--- config.mk ---
export PLATFORM = sky130hd
export DESIGN_NAME = dot_star_pattern_matcher_unit
export DESIGN_NICKNAME = d
export VERILOG_FILES = /design/src/design/dsm_pkg.sv /design/src/design/dsm_cfg_regs.sv /design/src/design/dsm_column_update.sv /design/src/design/dot_star_pattern_matcher_unit.sv
export SDC_FILE = /design/constraint.sdc
export NUM_CORES = 1
export LEC_CHECK = 0
export ABC_AREA = 1
export BUFFER_PORTS_ARGS = -buffer_cell sky130_fd_sc_hd__buf_2
export CELL_PAD_IN_SITES_DETAIL_PLACEMENT = 0
export CELL_PAD_IN_SITES_GLOBAL_PLACEMENT = 2
export CORE_MARGIN = 10
export CORE_UTILIZATION = 38
export DETAILED_ROUTE_END_ITERATION = 8
export HOLD_SLACK_MARGIN = 0.06
export PLACE_DENSITY_LB_ADDON = 0.05
export SLEW_MARGIN = 5
export SYNTH_ARGS = -nofsm -noshare
export SYNTH_HDL_FRONTEND = slang
export SYNTH_HIERARCHICAL = 1
export SYNTH_SLANG_ARGS = --single-unit
--- constraint.sdc ---
create_clock -name clk -period 6.6 [get_ports clk]
set_input_delay 0.66 -clock clk [delete_from_list [all_inputs] [get_ports clk]]
set_output_delay 0.66 -clock clk [all_outputs]
set_load 0.03 [all_outputs]
--- src/design/dsm_pkg.sv ---
// ----------------------------------------------------------------------------
// dsm_pkg
// Shared types and constants of the dot-star pattern matcher: pattern byte
// layout, special pattern bytes and configuration register indexes.
// ----------------------------------------------------------------------------
package dsm_pkg;

    localparam int PATTERN_BYTES = 16;
    localparam int BYTE_W        = 8;
    localparam int CFG_DATA_W    = 64;
    localparam int CFG_IDX_W     = 2;
    localparam int LENGTH_W      = 5;

    localparam logic [BYTE_W-1:0] DOT_BYTE  = 8'h2E;
    localparam logic [BYTE_W-1:0] STAR_BYTE = 8'h2A;

    typedef enum logic [CFG_IDX_W-1:0] {
        CFG_PATTERN_LOW    = 2'd0,
        CFG_PATTERN_HIGH   = 2'd1,
        CFG_PATTERN_LENGTH = 2'd2
    } cfg_reg_t;

    // byte 0 sits in the low bits
    typedef logic [PATTERN_BYTES-1:0][BYTE_W-1:0] pattern_t;

    typedef struct packed {
        pattern_t            pattern;
        logic [LENGTH_W-1:0] length;
    } pattern_cfg_t;

endpackage

--- src/design/dsm_cfg_regs.sv ---
// ----------------------------------------------------------------------------
// dsm_cfg_regs
// Configuration registers: the two pattern byte words and the pattern length.
// ----------------------------------------------------------------------------
module dsm_cfg_regs
    import dsm_pkg::*;
(
    input  logic                  clk,
    input  logic                  rst_n,
    input  logic                  cfg_write,
    input  logic [CFG_IDX_W-1:0]  cfg_index,
    input  logic [CFG_DATA_W-1:0] cfg_data,
    output pattern_cfg_t          pattern_cfg
);

    logic [CFG_DATA_W-1:0] pattern_low_reg;
    logic [CFG_DATA_W-1:0] pattern_high_reg;
    logic [LENGTH_W-1:0]   pattern_length_reg;

    always_ff @(posedge clk or negedge rst_n)
    begin
        if (!rst_n)
        begin
            pattern_low_reg    <= '0;
            pattern_high_reg   <= '0;
            pattern_length_reg <= '0;
        end
        else if (cfg_write)
        begin
            case (cfg_reg_t'(cfg_index))
                CFG_PATTERN_LOW:    pattern_low_reg    <= cfg_data;
                CFG_PATTERN_HIGH:   pattern_high_reg   <= cfg_data;
                CFG_PATTERN_LENGTH: pattern_length_reg <= cfg_data[LENGTH_W-1:0];
                default:            ;
            endcase
        end
    end

    assign pattern_cfg.pattern = {pattern_high_reg, pattern_low_reg};
    assign pattern_cfg.length  = pattern_length_reg;

endmodule

--- src/design/dsm_column_update.sv ---
// ----------------------------------------------------------------------------
// dsm_column_update
// Next prefix match column from the current column and one item: a start
// item builds the empty-text column, a character item advances every prefix.
// ----------------------------------------------------------------------------
module dsm_column_update
    import dsm_pkg::*;
#(
    parameter int MAX_PATTERN = 16
)
(
    input  pattern_t               pattern,
    input  logic                   req_type,
    input  logic [BYTE_W-1:0]      text_char,
    input  logic [MAX_PATTERN:0]   column,
    output logic [MAX_PATTERN:0]   column_next
);

    // start item sets bit 0, a character item clears it
    assign column_next[0] = ~req_type;

    for (genvar i = 1; i <= MAX_PATTERN; i++)
    begin : g_prefix
        logic is_star;
        logic hit_cur;

        assign is_star = (pattern[i-1] == STAR_BYTE);
        assign hit_cur = (pattern[i-1] == text_char) || (pattern[i-1] == DOT_BYTE);

        if (i == 1)
        begin : g_first
            // a leading star matches nothing
            assign column_next[i] = ~is_star & req_type & hit_cur & column[i-1];
        end
        else
        begin : g_rest
            logic hit_prev;

            // a star before this one compares as a literal byte
            assign hit_prev = (pattern[i-2] == text_char) || (pattern[i-2] == DOT_BYTE);

            // star: zero copies from the new column, or one more copy
            assign column_next[i] = is_star
                ? (column_next[i-2] | (req_type & hit_prev & column[i]))
                : (req_type & hit_cur & column[i-1]);
        end
    end

endmodule

--- src/design/dot_star_pattern_matcher_unit.sv ---
// ----------------------------------------------------------------------------
// dot_star_pattern_matcher_unit
// Whole-string matcher for patterns of literal bytes, '.' and '*'.
//
// The pattern (up to 16 bytes) and its length are written through the plain
// configuration port, by the user only while the block is idle; the block
// itself does not enforce this. Text streams in on the input channel one
// word at a time: req_type 0 starts a new text, req_type 1 carries one text
// byte. Every input word yields exactly one output word, matched, telling
// whether the text so far matches the whole pattern.
// A word accepted is first held in the input register, and when it moves
// on, the column of prefix match bits and the result register are updated
// together. Throughput is one word per cycle while the receiver does not
// stall, set by the single column update between the input and result
// registers. When the receiver stalls, the result holds and one more input
// word is taken into the input register; after that in_stall is raised.
// Reset clears the pattern to empty and sets the column to the empty-text
// state of the empty pattern.
// ----------------------------------------------------------------------------
module dot_star_pattern_matcher_unit
    import dsm_pkg::*;
#(
    parameter int MAX_PATTERN = 16
)
(
    input  logic                  clk,
    input  logic                  rst_n,

    input  logic                  cfg_write,
    input  logic [CFG_IDX_W-1:0]  cfg_index,
    input  logic [CFG_DATA_W-1:0] cfg_data,

    input  logic                  in_valid,
    output logic                  in_stall,
    input  logic                  req_type,
    input  logic [BYTE_W-1:0]     text_char,

    output logic                  out_valid,
    input  logic                  out_stall,
    output logic                  matched
);

    localparam int COL_W = MAX_PATTERN + 1;
    localparam int SEL_W = $clog2(MAX_PATTERN + 1);

    pattern_cfg_t       pattern_cfg;

    logic               stage_valid_reg;
    logic               stage_valid_next;
    logic               stage_req_reg;
    logic [BYTE_W-1:0]  stage_char_reg;

    logic [COL_W-1:0]   column_reg;
    logic [COL_W-1:0]   column_next;

    logic               out_valid_reg;
    logic               out_valid_next;
    logic               matched_reg;
    logic               matched_next;

    logic               in_accept;
    logic               advance;
    logic [SEL_W-1:0]   used_length;

    dsm_cfg_regs u_cfg_regs (
        .clk         (clk),
        .rst_n       (rst_n),
        .cfg_write   (cfg_write),
        .cfg_index   (cfg_index),
        .cfg_data    (cfg_data),
        .pattern_cfg (pattern_cfg)
    );

    dsm_column_update #(
        .MAX_PATTERN (MAX_PATTERN)
    ) u_column_update (
        .pattern     (pattern_cfg.pattern),
        .req_type    (stage_req_reg),
        .text_char   (stage_char_reg),
        .column      (column_reg),
        .column_next (column_next)
    );

    // word moves to the result register when that slot is free or leaving
    assign advance   = stage_valid_reg && (!out_valid_reg || !out_stall);
    assign in_stall  = stage_valid_reg && !advance;
    assign in_accept = in_valid && !in_stall;

    assign stage_valid_next = in_accept || (stage_valid_reg && !advance);
    assign out_valid_next   = advance || (out_valid_reg && out_stall);

    // lengths beyond the tracked prefixes clamp to the longest one
    assign used_length = (pattern_cfg.length > LENGTH_W'(MAX_PATTERN))
        ? SEL_W'(MAX_PATTERN)
        : SEL_W'(pattern_cfg.length);

    assign matched_next = column_next[used_length];

    always_ff @(posedge clk or negedge rst_n)
    begin
        if (!rst_n)
        begin
            stage_valid_reg <= 1'b0;
            out_valid_reg   <= 1'b0;
            column_reg      <= COL_W'(1);
        end
        else
        begin
            stage_valid_reg <= stage_valid_next;
            out_valid_reg   <= out_valid_next;
            if (advance)
            begin
                column_reg <= column_next;
            end
        end
    end

    always_ff @(posedge clk)
    begin
        if (in_accept)
        begin
            stage_req_reg  <= req_type;
            stage_char_reg <= text_char;
        end
        if (advance)
        begin
            matched_reg <= matched_next;
        end
    end

    assign out_valid = out_valid_reg;
    assign matched   = matched_reg;

endmodule

==> metrics.yaml <==
run_status:
  status: "finished, final reports clean"
sta:
  fin_setup_tns_ns: 0
  slew_headroom_pct: 36.50
  worst_pin_slew_ns: 0.9525
  final-max-slew-violation-count: 0
  setup_viol: 0
  skew_ns: 0.01085
  hold_viol: 0
  max_freq_mhz: 264.7
  rsz0062_at_grt: "no"
  period_share_pct: 57.24
  min_period_ns: 3.778
floorplanning:
  die_h_microns: 179.6
  start_util_pct: 38.55
  die-area_sq_mm: 0.03226
  io_pins: 83
  rows: 58
  die_w_microns: 179.6
  core-area_sq_mm: 0.02511
synth:
  synthCells: 1263
  synthMuxAreaShare_pct: 0
  synth-seq-area-share_pct: 42.41
  ys.flop_type: "dfrtp_1"
  syn-num-nets: 1343
  synth_compound_area_share_pct: 3.580
  synth_edf_count: 10
  syn_avg_cell_area_sq_um: 7.665
  yosys.area_share.simple_pct: 36.51
  ys_warn_count: 6
  synth_xor_area_share_pct: 7.315
  synth_top_family_by_area: "simple AND/OR/NAND/NOR gates"
  ys_ff_latch: 162
  synthArstFlopShare_pct: 93.83
  synth_fa_ha_area_share_pct: 0
  syn_area_sq_mm: 0.009681
  yosys.cell_types.count: 51
critical_path:
  crit_slowest_cell: "edfxtp_1"
  max_stage_delay_ns: 0.92
  crit_path_max_fanout: 13
  crit_chain: "inv_1, or2_2, nand4_1, nor3_1, nand2_1, a21oi_1, a21o_1, nand2_1, nand2_1, nand2_1, nand2_1, nand2_1, nand2_1, nand2_1, inv_1, nor2_1, a21oi_2, o211ai_1, o21bai_1, nand3_1, nand3_1, nand2_1, nand2_1, nand2_1"
  cp.depth: 24
  required_ns: 6.79
  path_class: "reg -> reg"
  crit_end: "matched$_DFFE_PP_"
  reg2reg_to: "matched$_DFFE_PP_"
  startpoint: "stage_char_reg[7]$_DFFE_PP_"
  regToRegSetupSlack_ns: 2.82
  cp_common_cell: "nand2_1"
  ff2ff_path_depth: 24
  arrival_ns: 3.97
  crit_buf_inv: 2
  crit_family: "simple AND/OR/NAND/NOR gates"
  endpoint_kind: "register"
  critPathLaunchType: "register"
  rr_startpoint: "stage_char_reg[7]$_DFFE_PP_"
clock_network:
  insertion_delay_ns: 0.43
  cts_hold_buf: 0
  clk_pin_slew_ns: 0.07
  clockRootBuffer: "clkbuf_16"
  cts_tree: "done"
  h-tree-depth: 4
  cts_buffers: 17
  cts_max_path_buffers: 2
  clkSinkCount: 162
  post-cts-setup-buffer-count: 0
  cts_resized: 0
route:
  wl_per_cell_microns: 19.27
  viasPerCell: 5.141
  finalWirelength_microns: 31860
  vias: 8498
  drtIter0Drc: 691
  antenna_left: 0
  dr.pass1.iters: 5
  remaining_drc_errors: 0
grt:
  grt_antenna_before_repair: 0
  grt_use_total_pct: 19.58
  grt_pass1_vias: 8576
  grt_pass1_wl_microns: 50910
  grt-ovfl-total: 0
  grt_start_max_net_pins: 98
final_layout:
  final_area_sq_mm: 0.01059
  num-fill-cells: 2703
  nets: 1390
  finalNonFillerCells: 1653
  fin_util_pct: 42.16
  drive_above_1_share_pct: 12.17
  area_delta_synth_final_pct: 9.345
  diodes: 0
placed_design:
  dp_hpwl_microns: 21970
  dpl-instance-area_sq_mm: 0.01004
  routabilityCongestion: 0.8748
  dp.cells: 1621
  io_buffers: 82
pwr:
  leakage_nw: 5.349
  fin_total_pwr_mw: 2.831
  power_density_mw_per_mm2: 267.4
  ir_worst_vdd_uv: 157.5
hold_path:
  hp-class: "in -> async"
job:
  drv_cap: 0
==> worst min path at each step <==
stage	end	slack (ns)	startpoint
floorplan	column_reg[10]$_DFFE_PN0P_	0.36	rst_n
global placement	column_reg[16]$_DFFE_PN0P_	0.47	column_reg[16]$_DFFE_PN0P_
detailed placement	column_reg[16]$_DFFE_PN0P_	0.48	column_reg[16]$_DFFE_PN0P_
CTS	u_cfg_regs/pattern_low_reg[29]$_DFFE_PN0P_	0.37	rst_n
global route	stage_char_reg[2]$_DFFE_PP_	0.38	text_char[2]
finish	u_cfg_regs/pattern_low_reg[29]$_DFFE_PN0P_	0.33	rst_n
==> cell type report <==
class / count / area, sq um / area share (%)
clock buffers: 18 / 429.2 / 4.054
clock inverters: 14 / 118.9 / 1.123
inverters: 104 / 390.4 / 3.688
multi-input cells: 927 / 4589 / 43.36
flip-flops and latches: 162 / 4105 / 38.78
well taps: 330 / 412.9 / 3.901
repair buffers: 98 / 539.3 / 5.095
==> per-layer routing <==
metal | vias to the layer above | share of wire [%] | GRT usage, %
li1 | 4213 | - | -
met1 | 4086 | 50 | 27.93
met2 | 176 | 46 | 30.71
met3 | 23 | 3.3 | 2.731
met4 | 0 | 1.2 | 4.300
met5 | - | 0 | 0
==> worst reg2reg max path: stages (launching register included) <==
cell and delay [ns]:
edfxtp_1 0.92, inv_1 0.50, or2_2 0.41, nand4_1 0.09
nor3_1 0.05, nand2_1 0.06, a21oi_1 0.08, a21o_1 0.17
nand2_1 0.08, nand2_1 0.06, nand2_1 0.08, nand2_1 0.05
nand2_1 0.08, nand2_1 0.06, nand2_1 0.08, inv_1 0.05
nor2_1 0.11, a21oi_2 0.06, o211ai_1 0.15, o21bai_1 0.13
nand3_1 0.08, nand3_1 0.07, nand2_1 0.05, nand2_1 0.05
nand2_1 0.04
==> logic make-up after synthesis <==
family                 count (synthesis)
flip-flops                           162
AND/OR/NAND/NOR                      795
buffers and inverters                174
AO/OA/AOI/OAI                         52
XOR/XNOR                              80
==> per-stage QoR <==
step           worst slack, ns  hold slack [ns]
2_1_floorplan            4.044           0.3644
3_3_place_gp             2.913           0.4722
3_5_place_dp             2.809           0.4837
4_1_cts                  2.792           0.3714
5_1_grt                  2.467           0.3771
6_report                 2.822           0.3346
==> synthesized netlist by cell type (4+ instances only) <==
cell type / instances / area (sq um)
a21oi_1: 6 / 30.03
buf_2: 11 / 55.05
buf_4: 24 / 180.2
buf_6: 25 / 281.5
dfrtp_1: 151 / 3779
edfxtp_1: 10 / 300.3
inv_1: 96 / 360.4
inv_2: 6 / 22.52
nand2_1: 489 / 1836
nand3_1: 102 / 510.5
nand4_1: 108 / 675.7
nor2_1: 45 / 168.9
nor3_1: 13 / 65.06
nor4_1: 8 / 50.05
o2111ai_1: 4 / 35.03
o211ai_1: 4 / 30.03
o21ai_0: 18 / 90.09
or2_2: 13 / 81.33
xnor2_1: 65 / 569.3
xor2_1: 14 / 122.6
==> cells in the final DEF (no fill, tap or decap), types with 13 or more instances in the layout <==
master	n
nand2_1	489
dfrtp_1	151
nand4_1	108
nand3_1	102
inv_1	96
buf_2	80
xnor2_1	65
nor2_1	45
o21ai_0	18
clkbuf_16	17
buf_4	17
xor2_1	14
or2_2	13
nor3_1	13
==> power by group <==
part | total [mW] | internal (mW) | switching [mW]
Combinational | 0.531 | 0.214 | 0.317
Sequential | 1.33 | 1.14 | 0.187
Clock | 0.972 | 0.496 | 0.476
No activity file was read; power rests on OpenSTA's default activity.
